[src/rtl/core/xor_linear_basis_macros.svh]
// Assertion macros shared by the XOR linear basis RTL.
// Depends on nothing; included by the files that carry concurrent checks.
`ifndef XOR_LINEAR_BASIS_MACROS_SVH
`define XOR_LINEAR_BASIS_MACROS_SVH

// Checks that the consequent holds whenever the antecedent holds, outside reset.
`define XLB_ASSERT_IMPLIES(lbl, clk, rst_n, ante, cons) \
	lbl: assert property (@(posedge clk) disable iff (!rst_n) (ante) |-> (cons)) \
		else $error("xor linear basis check failed");

// Checks that a condition holds at every clock edge outside reset.
`define XLB_ASSERT_ALWAYS(lbl, clk, rst_n, cond) \
	`XLB_ASSERT_IMPLIES(lbl, clk, rst_n, 1'b1, cond)

`endif

[src/rtl/core/xlb_ram.sv]
// Generic single-port-write, single-port-read RAM with a registered read.
// Depends on nothing.
module xlb_ram #(
	parameter int WIDTH = 8,
	parameter int DEPTH = 16
) (
	input  logic                     clk,
	input  logic                     we,
	input  logic [$clog2(DEPTH)-1:0] waddr,
	input  logic [WIDTH-1:0]         wdata,
	input  logic [$clog2(DEPTH)-1:0] raddr,
	output logic [WIDTH-1:0]         rdata
);

	logic [WIDTH-1:0] mem_q [DEPTH];

	always_ff @(posedge clk) begin
		if (we) begin
			mem_q[waddr] <= wdata;
		end
		rdata <= mem_q[raddr];
	end

endmodule

[config.mk]
export PLATFORM = sky130hd
export DESIGN_NAME = xlb_ram
export DESIGN_NICKNAME = d
export VERILOG_FILES = /design/src/rtl/core/xor_linear_basis_macros.svh /design/src/rtl/core/xlb_ram.sv
export SDC_FILE = /design/constraint.sdc
export NUM_CORES = 1
export LEC_CHECK = 0
export ABC_AREA = 1
export BUFFER_PORTS_ARGS = -buffer_cell sky130_fd_sc_hd__buf_2
export CAP_MARGIN = 20
export CORE_ASPECT_RATIO = 0.8
export CORE_MARGIN = 2
export CORE_UTILIZATION = 55
export DETAILED_ROUTE_END_ITERATION = 10
export GPL_ROUTABILITY_DRIVEN = 0
export PLACE_DENSITY = 0.72
export SLEW_MARGIN = 20
export SYNTH_ARGS = -nofsm -noshare
export SYNTH_HDL_FRONTEND = slang
export SYNTH_SLANG_ARGS = --single-unit
[constraint.sdc]
create_clock -name clk -period 3.1 [get_ports clk]
set_clock_uncertainty 0.05 [all_clocks]
set_input_delay 0.155 -clock clk [delete_from_list [all_inputs] [get_ports clk]]
set_output_delay 0.155 -clock clk [all_outputs]
set_load 0.01 [all_outputs]
== Word-level counts from Yosys, hierarchy flattened ==
Memories as Yosys holds them, arrays and structs flattened. A register that Yosys moved wholly into a read port is not among the register bits.
Index checks and enable logic that the tools add are counted.

* Bits in registers: 0
* Bits in writable memories: 128
* Logic and storage cells: 3
* Memories kept: 1

{| class="wikitable"
|+ Memories
! memory !! depth !! width !! read ports !! clocked after memory_dff !! write ports !! RTL line !! RTL
|-
| mem_q || 16 || 8 || 1 || 1 || 1 || xlb_ram.sv:15 || <nowiki>logic [WIDTH-1:0] mem_q [DEPTH];</nowiki>
|}

* Muxes and demuxes: 2

{| class="wikitable"
|+ Operator list
! cell !! number
|-
| $mux 1 || 2
|}

== Depth between registers and ports, before layout ==
* Depth after elaboration: 2
* Depth in mapped cells: 8
* Depth with buffers taken out: 7

== Worst setup path after synthesis ==
No wires, ideal clock.

* Path type: input-to-reg
* Start: in waddr[2]
* End: mem mem_q[10][0], enable pin
* Setup time: 0.370 ns
* Arrival: 0.736 ns
* Required time: 2.680 ns
* Setup slack: 1.944 ns
* Stages: 2
* Path buffers: 0
* Cell sequence: nand3b_1 -> nor2_1

{| class="wikitable"
|+ RTL lines
! item !! RTL line !! RTL
|-
| start, declared || xlb_ram.sv:9 || <nowiki>input logic [$clog2(DEPTH)-1:0] waddr,</nowiki>
|-
| end, declared || xlb_ram.sv:15 ||
|}

No word-level cell before the write port.

==> impl_metrics.toml <==
[outcome]
outcome = "complete, no violations"

[clock_network]
ctsRootBufferMaster = "clkbuf_16"
cts_tree = "done"
post_cts_buffers = 0
clock_latency_ns = 0.42
ctsHoldBuffers = 0
cts_resized = 0
numCtsBuffers = 17
cts_buffer_depth = 2
cts.sinks = 136
cts.reportedPaths.clkPinSlew_ns = 0.05
htree_levels = 4

[timing]
layout_setup_ws_ns = 1.73
rsz0062_at_grt = "no"
hold_viol_final = 0
max_freq_mhz = 729
fin_tns_setup_ns = 0
setup_viol = 0
worst_pin_slew_ns = 0.983
whs_ns = 0.0268
maxSlewHeadroom_pct = 34.4
min_period_ns = 1.37
finalMaxSlewViolations = 0
min_period_over_period_pct = 44.2

[global_routing]
grt_use_met2_pct = 35.3
grt_pass1_vias = 3435
grt_pass1_wl_um = 19300
grt_usage_pct = 23.7
grt_antenna_before_repair = 0
grt-busiest-layer = "met2"
grt-ovfl-total = 0
gr-usage-met3_pct = 4.37
grt_max_degree = 65
use_met1_pct = 34.2

[place]
pre_cts_slack_ns = 1.29
numPortBuffers = 25
place_hpwl_um = 7330

[cells_and_area]
n_antenna_cell = 0
final.fill_count = 801
layout_common_cells = "nand2_1, edfxtp_1, inv_1"
area_growth_pct = 13.2
ff_latch_area_sq_um = 4000
drive_gt1_share_pct = 10.0
multiInputGateArea_sq_um = 1210
nets = 593
final_common_cell = "nand2_1"

[floorplan]
core_area_sq_um = 10200
rows = 33
die_y_um = 95.6
initial_utilization_pct = 56.3
ios = 26
die_area_sq_um = 11300
die_w_um = 118

[worst_setup_path]
crit_path_start_kind = "input port"
cp-end-kind = "flop"
arrival_ns = 1.63
path_class = "in2reg"
cp_max_fo = 55
critPathRequiredTime_ns = 3.36

[power]
leakage_uw = 0.00283
vdd_ir_drop_max_mv = 0.553
total_power_uw = 4340
p_per_area_nw_per_um2 = 664

[detailed_routing]
ant_nets = 0
drt_iter0_drc = 335
detail_route.first_pass.iterations = 5
route.detailed.drc = 0
vias = 3777
avgRoutedWirePerCell_um = 17.0
vias_per_cell = 5.19
wl_um = 12400

[logic_synthesis]
synthDistinctLibCells = 12
synth_seq_cells = 136
synth_top_cells_by_area = "edfxtp_1, nand2_1, nand3_1"
synth_largest_type_area_fraction_pct = 66.7
ys_seq_area_share_pct = 69.4
synthCells = 551
yosys.area.top_type = "edfxtp_1"
synth_nets = 569
syn_avg_cell_area_sq_um = 10.5
yosys_warnings = 0
netlist_area_sq_um = 5770

[hold_path]
hp-class = "in2reg"

[flow_run]
maxCapViolations = 0
[report_power, final]
group | total [uW] | internal (uW) | switching, uW
Combinational | 243 | 66.9 | 176
Clock | 2020 | 1320 | 705
Sequential | 2070 | 2060 | 14.1
[registers in the layout (all words and copies together) (netlist names)]
| name | flops |
|---|---|
| rdata | 8 |
| mem_q | 128 |
[synthesized netlist by cell type]
library cell / n
buf_2: 13
edfxtp_1: 128
nand3b_1: 2
nand2_1: 173
nor2_1: 17
buf_4: 4
buf_6: 6
buf_1: 1
nand3_1: 97
dfxtp_1: 8
inv_2: 2
inv_1: 100
[kinds of logic (layout without fill, tap and decap cells)]
| kind of cell | Yosys count | count (layout) | synth area share (%) |
|---|---|---|---|
| and+or+nand+nor | 289 | 289 | 21.0 |
| DFF | 136 | 136 | 69.4 |
| buffers and inverters | 126 | 163 | 9.52 |
[cell type report]
cell class              instances  area share (%)
inverters                     102            5.86
clock inverters                 9            1.86
clock buffers                  23            7.32
multi-input cells             289            18.6
well taps                     140            2.68
flip-flops and latches        136            61.3
repair buffers                 29            2.38
[layer usage]
layer | vias to the layer above | part of all wire [%]
li1 | 1819 | -
met1 | 1772 | 45
met2 | 164 | 45
met3 | 22 | 7.3
met4 | 0 | 2.2
met5 | - | 0
[final timing paths]
check,startpoint,endpoint,slack (ns),cells past startpoint
max,raddr[0],rdata[3],1.73,7
min reg2reg,mem_q[10][0],rdata[0],0.63,6
max reg2reg,mem_q[6][3],rdata[3],1.98,6
min,raddr[3],rdata[3],0.03,3
[per-stage QoR]
step,util (%),cell area [sq um],std cells
3_5_place_dp,57.9,5930,696
5_1_grt,63.8,6530,728
2_1_floorplan,-,5770,551
3_3_place_gp,57.9,5930,696
4_1_cts,63.8,6530,728
6_report,63.8,6530,728
[critical path, cell delays in order]
cell     delay [ns]
buf_2          0.11
inv_2          0.67
nand2_1        0.16
nand3_1        0.13
nand3_1        0.13
nand3_1        0.16
nand2_1        0.06
Note: power is estimated with default switching activity, not from simulation.
