<file path="config.mk">
export PLATFORM = sky130hd
export DESIGN_NAME = xlb_slot_step
export DESIGN_NICKNAME = d
export VERILOG_FILES = /design/src/rtl/core/xor_linear_basis_macros.svh /design/src/rtl/core/xlb_pkg.sv /design/src/rtl/core/xlb_slot_step.sv
export SDC_FILE = /design/constraint.sdc
export NUM_CORES = 1
export LEC_CHECK = 0
export ABC_AREA = 0
export BUFFER_PORTS_ARGS = -buffer_cell sky130_fd_sc_hd__buf_2
export CAP_MARGIN = 5
export CORE_AREA = 5 5 107 109
export DETAILED_ROUTE_END_ITERATION = 7
export DIE_AREA = 0 0 112 114
export PLACE_DENSITY = 0.67
export SLEW_MARGIN = 20
export SYNTH_ARGS = -nofsm -noshare
export SYNTH_HDL_FRONTEND = slang
export SYNTH_SLANG_ARGS = --single-unit
</file>
<file path="constraint.sdc">
create_clock -name vclk -period 6.48
set_clock_uncertainty 0.05 [all_clocks]
set_input_delay 1.296 -clock vclk [all_inputs]
set_output_delay 1.296 -clock vclk [all_outputs]
set_load 0.1 [all_outputs]
</file>
<file path="src/rtl/core/xor_linear_basis_macros.svh">
// Assertion macros shared by the XOR linear basis RTL.
// Depends on nothing; included by the files that carry concurrent checks.
`ifndef XOR_LINEAR_BASIS_MACROS_SVH
`define XOR_LINEAR_BASIS_MACROS_SVH

// Checks that the consequent holds whenever the antecedent holds, outside reset.
`define XLB_ASSERT_IMPLIES(lbl, clk, rst_n, ante, cons) \
	lbl: assert property (@(posedge clk) disable iff (!rst_n) (ante) |-> (cons)) \
		else $error("xor linear basis check failed");

// Checks that a condition holds at every clock edge outside reset.
`define XLB_ASSERT_ALWAYS(lbl, clk, rst_n, cond) \
	`XLB_ASSERT_IMPLIES(lbl, clk, rst_n, 1'b1, cond)

`endif

</file>
<file path="src/rtl/core/xlb_pkg.sv">
// Package for the XOR linear basis: sizes, operation codes, payload structs and state types.
// Used by every module of the block but xlb_ram; depends on nothing.
package xlb_pkg;

	// Number of bits in a basis vector, and so the number of slots.
	localparam int BITS = 63;
	// Fixed width of the value and result fields.
	localparam int VAL_W = 63;
	localparam int VAL_IDX_W = $clog2(VAL_W);
	localparam int SLOT_W = $clog2(BITS);
	localparam int CNT_W = $clog2(BITS + 1);
	localparam logic [VAL_W-1:0] VEC_MASK = {VAL_W{1'b1}} >> (VAL_W - BITS);
	localparam logic [SLOT_W-1:0] TOP_SLOT = SLOT_W'(BITS - 1);

	typedef enum logic [1:0] {
		OP_INSERT = 2'd0,
		OP_CHECK  = 2'd1,
		OP_MAX    = 2'd2,
		OP_KTH    = 2'd3
	} op_t;

	typedef struct packed {
		op_t              op;
		logic [VAL_W-1:0] value;
	} cmd_t;

	typedef struct packed {
		logic [VAL_W-1:0] result;
		logic             ok;
	} res_t;

	typedef enum logic [1:0] {
		ST_IDLE,
		ST_WALK,
		ST_FINISH
	} state_t;

	// Running state of one walk over the slots.
	typedef struct packed {
		logic [VAL_W-1:0]  acc;    // vector being reduced, or the value being built
		logic              found;  // an empty slot was hit during reduction
		logic [SLOT_W-1:0] slot;   // that empty slot
		logic [CNT_W-1:0]  pos;    // filled slots still below, for the rank query
	} walk_t;

endpackage

</file>
<file path="src/rtl/core/xlb_slot_step.sv">
// One step of the slot walk: folds one basis slot into the running walk state.
// Depends on xlb_pkg.
module xlb_slot_step (
	input  xlb_pkg::op_t                 op,
	input  logic [xlb_pkg::SLOT_W-1:0]   slot,
	input  logic [xlb_pkg::VAL_W-1:0]    slot_vec,
	input  logic                         slot_vld,
	input  logic [xlb_pkg::VAL_W-1:0]    rank_idx,
	input  xlb_pkg::walk_t               cur,
	output xlb_pkg::walk_t               nxt
);

	logic [xlb_pkg::VAL_IDX_W-1:0] bit_idx;
	logic [xlb_pkg::CNT_W-1:0]     pos_dec;
	logic                          acc_bit;
	logic                          sel;

	// A filled slot's vector has its top set bit at the slot index, so the
	// ordering tests of the greedy walks reduce to single bit tests.
	always_comb begin
		bit_idx = xlb_pkg::VAL_IDX_W'(slot);
		acc_bit = cur.acc[bit_idx];
		pos_dec = cur.pos - xlb_pkg::CNT_W'(1);
		sel     = rank_idx[xlb_pkg::VAL_IDX_W'(pos_dec)];
		nxt     = cur;
		unique case (op)
			xlb_pkg::OP_INSERT, xlb_pkg::OP_CHECK: begin
				if (!cur.found && acc_bit) begin
					if (slot_vld) begin
						nxt.acc = cur.acc ^ slot_vec;
					end else begin
						nxt.found = 1'b1;
						nxt.slot  = slot;
					end
				end
			end
			xlb_pkg::OP_MAX: begin
				if (slot_vld && !acc_bit) begin
					nxt.acc = cur.acc ^ slot_vec;
				end
			end
			xlb_pkg::OP_KTH: begin
				if (slot_vld) begin
					nxt.pos = pos_dec;
					if (acc_bit != sel) begin
						nxt.acc = cur.acc ^ slot_vec;
					end
				end
			end
			default: begin
				nxt = cur;
			end
		endcase
	end

endmodule

</file>
; ---- Yosys cells after proc, flatten, opt, wreduce, memory -nomap -nowiden
; Cells that the tools add are included.
[totals]
regBits = 0
latchBits = 0
ramBits = 0
rom_bits = 0
in_bits = 211
out_inout_bits = 76
n_memories = 0
[op_classes]
add_sub_neg = 1
mul = 0
div = 0
order_cmp = 2
n_eq_ne = 4
shifts = 0
n_mux = 14
n_bitwise = 1
n_reduce_logical = 6
[ops]
columns = op, n
row1 = $mux W63, 4
row2 = $pmux W63 S3, 1
row3 = $mux W70, 1
row4 = $xor A63 B63 Y63, 1
row5 = $lt A6 B7 Y1 const B, 2
row6 = $mux W7, 2
row7 = $bmux W1 S6, 2
row8 = $mux W6, 2
row9 = $sub A6 B1 Y6 const B, 1
row10 = $eq A2 B2 Y1 const B, 2
row11 = $eq A2 B1 Y1 const B, 1
row12 = $logic_and A1 B1 Y1, 2
row13 = $logic_not A1 Y1, 2
row14 = $logic_not A2 Y1, 1
row15 = $mux W1, 2
row16 = $reduce_or A2 Y1, 1
row17 = $ne A1 B1 Y1, 1

; ---- Logic depth before layout (Yosys ltp)
; Gate-level depths: netlist of run 1.
[logic_depth]
ltp_word = 7
depth_mapped = 17
depth_no_buf = 11

; ---- Worst setup path before layout of run 1
; Ideal clock, no wire load.
[synth_path]
path_type = input -> output
start = input port cur[0] (netlist bit)
end = output port nxt[55] (netlist bit)
t_arrival_ns = 6.326
required_ns = 5.134
setup_slack_ns = -1.192
cell_stages = 14
path_cell_list = buf_6 -> buf_2 -> inv_1 -> ha_1 -> clkbuf_1 -> buf_1 -> mux4_2 -> mux2i_1 -> mux2_2 -> o2111a_1 -> nor4_2 -> o21ai_0 -> xor2_1 -> o21ai_0
[synth_rtl]
columns = item, line
row1 = "start, declared", xlb_slot_step.sv:9  ; input xlb_pkg::walk_t cur,
row2 = "end, declared", xlb_slot_step.sv:10  ; output xlb_pkg::walk_t nxt

==> impl_metrics.toml, run 1 <==
[status]
status = "completed"

[worst_setup_path]
crit_top_cell = "buf_2"
path_class = "input port to primary output"
critical_path_buf_inv_count = 2
cp_max_fo = 17
cp_data_arrival_time_ns = 4.62
slowest_stage = "a211oi_2"
crit_required_ns = 5.13
end_kind = "primary output"
worst_setup_path_start_kind = "input port"
slowest_delay_ns = 0.62
path_cells = "buf_2, mux4_2, mux2i_1, o211ai_1, o21ai_0, a211oi_2, nor2b_1, nor3b_2, mux2_2, buf_2"
cp_top_family = "compound AO/OA/AOI/OAI gates"

[global_routing]
grt_overflow = 0
grt_use_total_pct = 18.9
grt_pass1_vias = 3777
grt_pass1_wl_um = 19500
grt_antenna_before_repair = 0
grt_max_degree = 59

[sta]
max_freq_mhz = 168
rsz0062_at_grt = "false"
tightest_slew_ns = 0.675
max_slew_margin_pct = 54.6
hold_viol = 0
post-route-period-util_pct = 92.1
fin_crit_ns = 5.97
worst_slack_ns = 0.514
setup_viol = 0
finalSetupTns_ns = 0
final_max_slew_viol_count = 0

[power_and_ir_drop]
p_total_mw = 1.04
leakage_nw = 2.64
switchingPower_mw = 0.653
clockPowerShare_pct = 0
power_density_nw_per_um2 = 192
internal_power_mw = 0.386
power_switching_share_pct = 62.9
power.share.sequential_pct = 0
power_frac_comb_pct = 100.0
ir_worst_vdd_mv = 0.109

[route]
drt-initial-drc-count = 87
ant_nets = 0
drt-vias-per-instance = 4.82
num_vias = 3387
wl_um = 12800
first_pass_iters = 4
wl_per_cell_um = 18.2
drcViolationCount = 0

[final_layout]
fin_util_pct = 51.4
mostFrequentLayoutCell = "buf_2"
n_clock_buffer = 0
drive_above_1_share_pct = 71.2
seq_cells = 0
mostFrequentLayoutCells = "buf_2, nand2_1, buf_12, xnor2_2, mux4_2"
diodes = 0
fin_cells = 703
nNetsFinal = 777
num-fill-cells = 948
seq_area_um2 = 0
synthToLayoutAreaGrowth_pct = 118

[job]
maxCapViolations = 0

[floorplan]
die_y_um = 114
rows = 38
die_area_um2 = 12800
initial_core_util_pct = 23.6
core_um2 = 10500
pin_count = 287
die_w_um = 112

[placed_design]
dp_hpwl_um = 11700
place_ws_ns = 0.412
portBuffers = 287
place.gp.congestion = 0.910
placed_cells = 703

[yosys]
netlist_area_um2 = 2480
avgSynthCellArea_um2 = 8.50
synth_cells = 292
ys_seq_area_share_pct = 0
syn_nets = 504
synth_warnings = 0
synth.distinct_cells = 43

[clock_network]
post-cts-setup-buffer-count = 0
hold_buffers = 0
post_cts_resized = 0

[worst_hold_path]
hold_class = "input port to primary output"
kinds of logic after synthesis:
family,count (synthesis),share of synthesized area [%]
compound gates,43,11.7
xor+xnor,71,25.4
fa+ha+maj,1,0.504
buf+inv,25,5.64
mux,53,37.6
simple gates,99,19.3
power by group through the flow:
stage	clock [mW]	combinational, mW	sequential [mW]
floorplan	0	0.671	0
global placement	0	1.03	0
detailed placement	0	1.04	0
CTS	0	1.05	0
global route	0	1.08	0
finish	0	1.04	0
cell usage after synthesis, types with 2 or more instances:
| master | n | area share, % |
|---|---|---|
| nor3_1 | 2 | 0.40 |
| nand2_1 | 66 | 10 |
| mux2i_1 | 11 | 4.4 |
| xnor2_1 | 62 | 22 |
| nor3b_1 | 2 | 0.60 |
| a311o_1 | 3 | 1.2 |
| o21ai_0 | 12 | 2.4 |
| inv_1 | 6 | 0.91 |
| buf_2 | 4 | 0.81 |
| buf_6 | 4 | 1.8 |
| mux2_2 | 11 | 5.0 |
| a21oi_1 | 11 | 2.2 |
| o2111ai_1 | 5 | 1.8 |
| nor2_1 | 3 | 0.45 |
| buf_4 | 3 | 0.91 |
| xor2_1 | 8 | 2.8 |
| nand3b_1 | 4 | 1.2 |
| a21o_1 | 4 | 1.2 |
| nor2b_1 | 2 | 0.50 |
| mux4_2 | 31 | 28 |
| clkbuf_1 | 7 | 1.1 |
| o31ai_1 | 2 | 0.60 |
| nand3_1 | 9 | 1.8 |
layout make-up:
cell class | instances | area, µm² | area share (%)
Inverter | 6 | 22.5 | 0.417
Timing Repair Buffer | 290 | 2420 | 44.8
Multi-Input combinational cell | 267 | 2790 | 51.6
Tap cell | 140 | 175 | 3.24
worst paths after layout:
| kind | startpoint | end | cells past startpoint |
|---|---|---|---|
| hold / removal | cur[49] | nxt[49] | 3 |
| setup / recovery | slot[0] | nxt[8] | 10 |
per-stage QoR:
| stage | cell area [µm²] | hold WS (ns) |
|---|---|---|
| final | 5400 | 2.91 |
| after global routing | 5400 | 2.92 |
| after CTS | 5400 | 2.91 |
| after detailed placement | 5400 | 2.91 |
| after global placement | 5400 | 2.90 |
| after floorplan | 2930 | 2.89 |
tightest hold or removal path, stage by stage:
cell and delay [ns]:
buf_2 0.11, xnor2_2 0.09, buf_12 0.17
metal layers:
layer | up-vias | share of wire, % | global-route usage (%)
met3 | 12 | 8.7 | 4.30
met4 | 0 | 1.4 | 1.84
met1 | 1566 | 34 | 19.5
met2 | 193 | 56 | 39.4
li1 | 1616 | - | -
met5 | - | 0 | 0
Note: power is estimated with default switching activity, not from simulation.
==> run 2: changes to the inputs <==
--- a/config.mk
+++ b/config.mk
@@ -11,7 +11,7 @@
 export CORE_AREA = 5 5 107 109
 export DETAILED_ROUTE_END_ITERATION = 7
 export DIE_AREA = 0 0 112 114
-export PLACE_DENSITY = 0.67
+export PLACE_DENSITY = 0.73
 export SLEW_MARGIN = 20
 export SYNTH_ARGS = -nofsm -noshare
 export SYNTH_HDL_FRONTEND = slang
==> run 2 against run 1 <==
Fmax increased by 2.2%. Die area unchanged. Global-route usage decreased by 0.15 points. Setup slack improved by 0.13 ns. First-iteration DRC count increased by 8.0%. Critical endpoint is now nxt[7].
==> impl_metrics.toml, run 2 (synthesis results as in run 1) <==
[final_layout]
synthToLayoutAreaGrowth_pct = 118
n_clock_buffer = 0
stdcell_area_um2 = 5410
seq_area_um2 = 0
drive_above_1_share_pct = 71.3
num-fill-cells = 956
nNetsFinal = 778
multiInputGateArea_um2 = 2790
seq_cells = 0
mostFrequentLayoutCells = "buf_2, nand2_1, buf_12, xnor2_2, mux4_2"
diodes = 0
mostFrequentLayoutCell = "buf_2"

[route]
first_pass_iters = 4
wl_um = 12900
drcViolationCount = 0
drt-vias-per-instance = 4.88
ant_nets = 0
wl_per_cell_um = 18.4
drt-initial-drc-count = 94
num_vias = 3437

[clock_network]
post-cts-setup-buffer-count = 0
hold_buffers = 0
post_cts_resized = 0

[worst_setup_path]
cp_max_fo = 17
slowest_delay_ns = 0.59
path_cells = "buf_2, mux4_2, mux2i_1, o2111ai_1, o21ai_0, a211oi_2, nor2b_1, nor3b_2, buf_4, mux2_2, buf_2"
crit_required_ns = 5.13
worst_setup_path_start_kind = "input port"
path_class = "input port to primary output"
cp_data_arrival_time_ns = 4.49
slowest_stage = "a211oi_2"
crit_top_cell = "buf_2"
end_kind = "primary output"

[placed_design]
dp_hpwl_um = 11600
placed_area_um2 = 5410
portBuffers = 287
place.gp.congestion = 0.891

[sta]
max_freq_mhz = 171
hold_viol = 0
setup_viol = 0
final_max_slew_viol_count = 0
tightest_slew_ns = 0.614
fin_crit_ns = 5.84
whs_ns = 2.90
post-route-period-util_pct = 90.1
max_slew_margin_pct = 58.7
rsz0062_at_grt = "false"

[floorplan]
die_y_um = 114
die_area_um2 = 12800
core_um2 = 10500
initial_core_util_pct = 23.6
rows = 38
pin_count = 287
die_w_um = 112

[global_routing]
grt_use_total_pct = 18.7
grt_pass1_wl_um = 19300
grt_antenna_before_repair = 1
grt_max_degree = 59
grt_pass1_vias = 3819
grt_overflow = 0

[power_and_ir_drop]
power.share.sequential_pct = 0
clockPowerShare_pct = 0
ir_worst_vdd_mv = 0.128
power_frac_comb_pct = 100.0
power_switching_share_pct = 62.9
power_density_nw_per_um2 = 192
internal_power_mw = 0.386
leakage_nw = 2.65
switchingPower_mw = 0.654

[status]
status = "completed"

[job]
maxCapViolations = 0

[worst_hold_path]
hold_class = "input port to primary output"
## run 2: cell types whose count changed in the layout (fill, tap and decap cells not counted), sizes merged
cell / delta
buf: +1
## run 2: power groups by stage
stage	Clock, mW	Combinational, mW	Sequential (mW)
after global routing	0	1.08	0
after CTS	0	1.05	0
after global placement	0	1.03	0
after floorplan	0	0.671	0
final	0	1.04	0
after detailed placement	0	1.05	0
## run 2: layout make-up
cell class	instances	share of cell area (%)
multi-input cells	267	51.5
repair buffers	291	44.8
inverters	6	0.416
well taps	140	3.24
## run 2: worst paths after layout
check  startpoint      end  slack, ns  depth (start not counted)
min       cur[16]  nxt[16]       2.90                          3
max       slot[0]   nxt[7]       0.64                         11
## run 2: metrics by stage
step | setup TNS (ns) | power, mW | instances | util, % | worst slack [ns]
after floorplan | -0.436 | 0.671 | 292 | - | -0.436
after global placement | 0 | 1.03 | 704 | 51.5 | 0.629
after detailed placement | 0 | 1.05 | 704 | 51.5 | 0.534
after CTS | 0 | 1.05 | 704 | 51.5 | 0.521
after global routing | 0 | 1.08 | 704 | 51.5 | 0.329
final | 0 | 1.04 | 704 | 51.5 | 0.644
## run 2: critical path, delay by kind of cell
family / cells / cell delay [ns]
AO/OA/AOI/OAI: 3 / 0.94
buffers and inverters: 3 / 0.93
multiplexers: 3 / 0.77
AND/OR/NAND/NOR: 2 / 0.52
## run 2: routing by layer
metal / track usage (%) / up-vias / wire, µm / part of all wire (%)
met3: 4.03 / 24 / 1120 / 8.6
li1: - / 1617 / - / -
met1: 19.0 / 1581 / 4370 / 34
met2: 38.8 / 213 / 7130 / 55
met4: 3.69 / 2 / 306 / 2.4
met5: 0 / - / 20 / 0.15
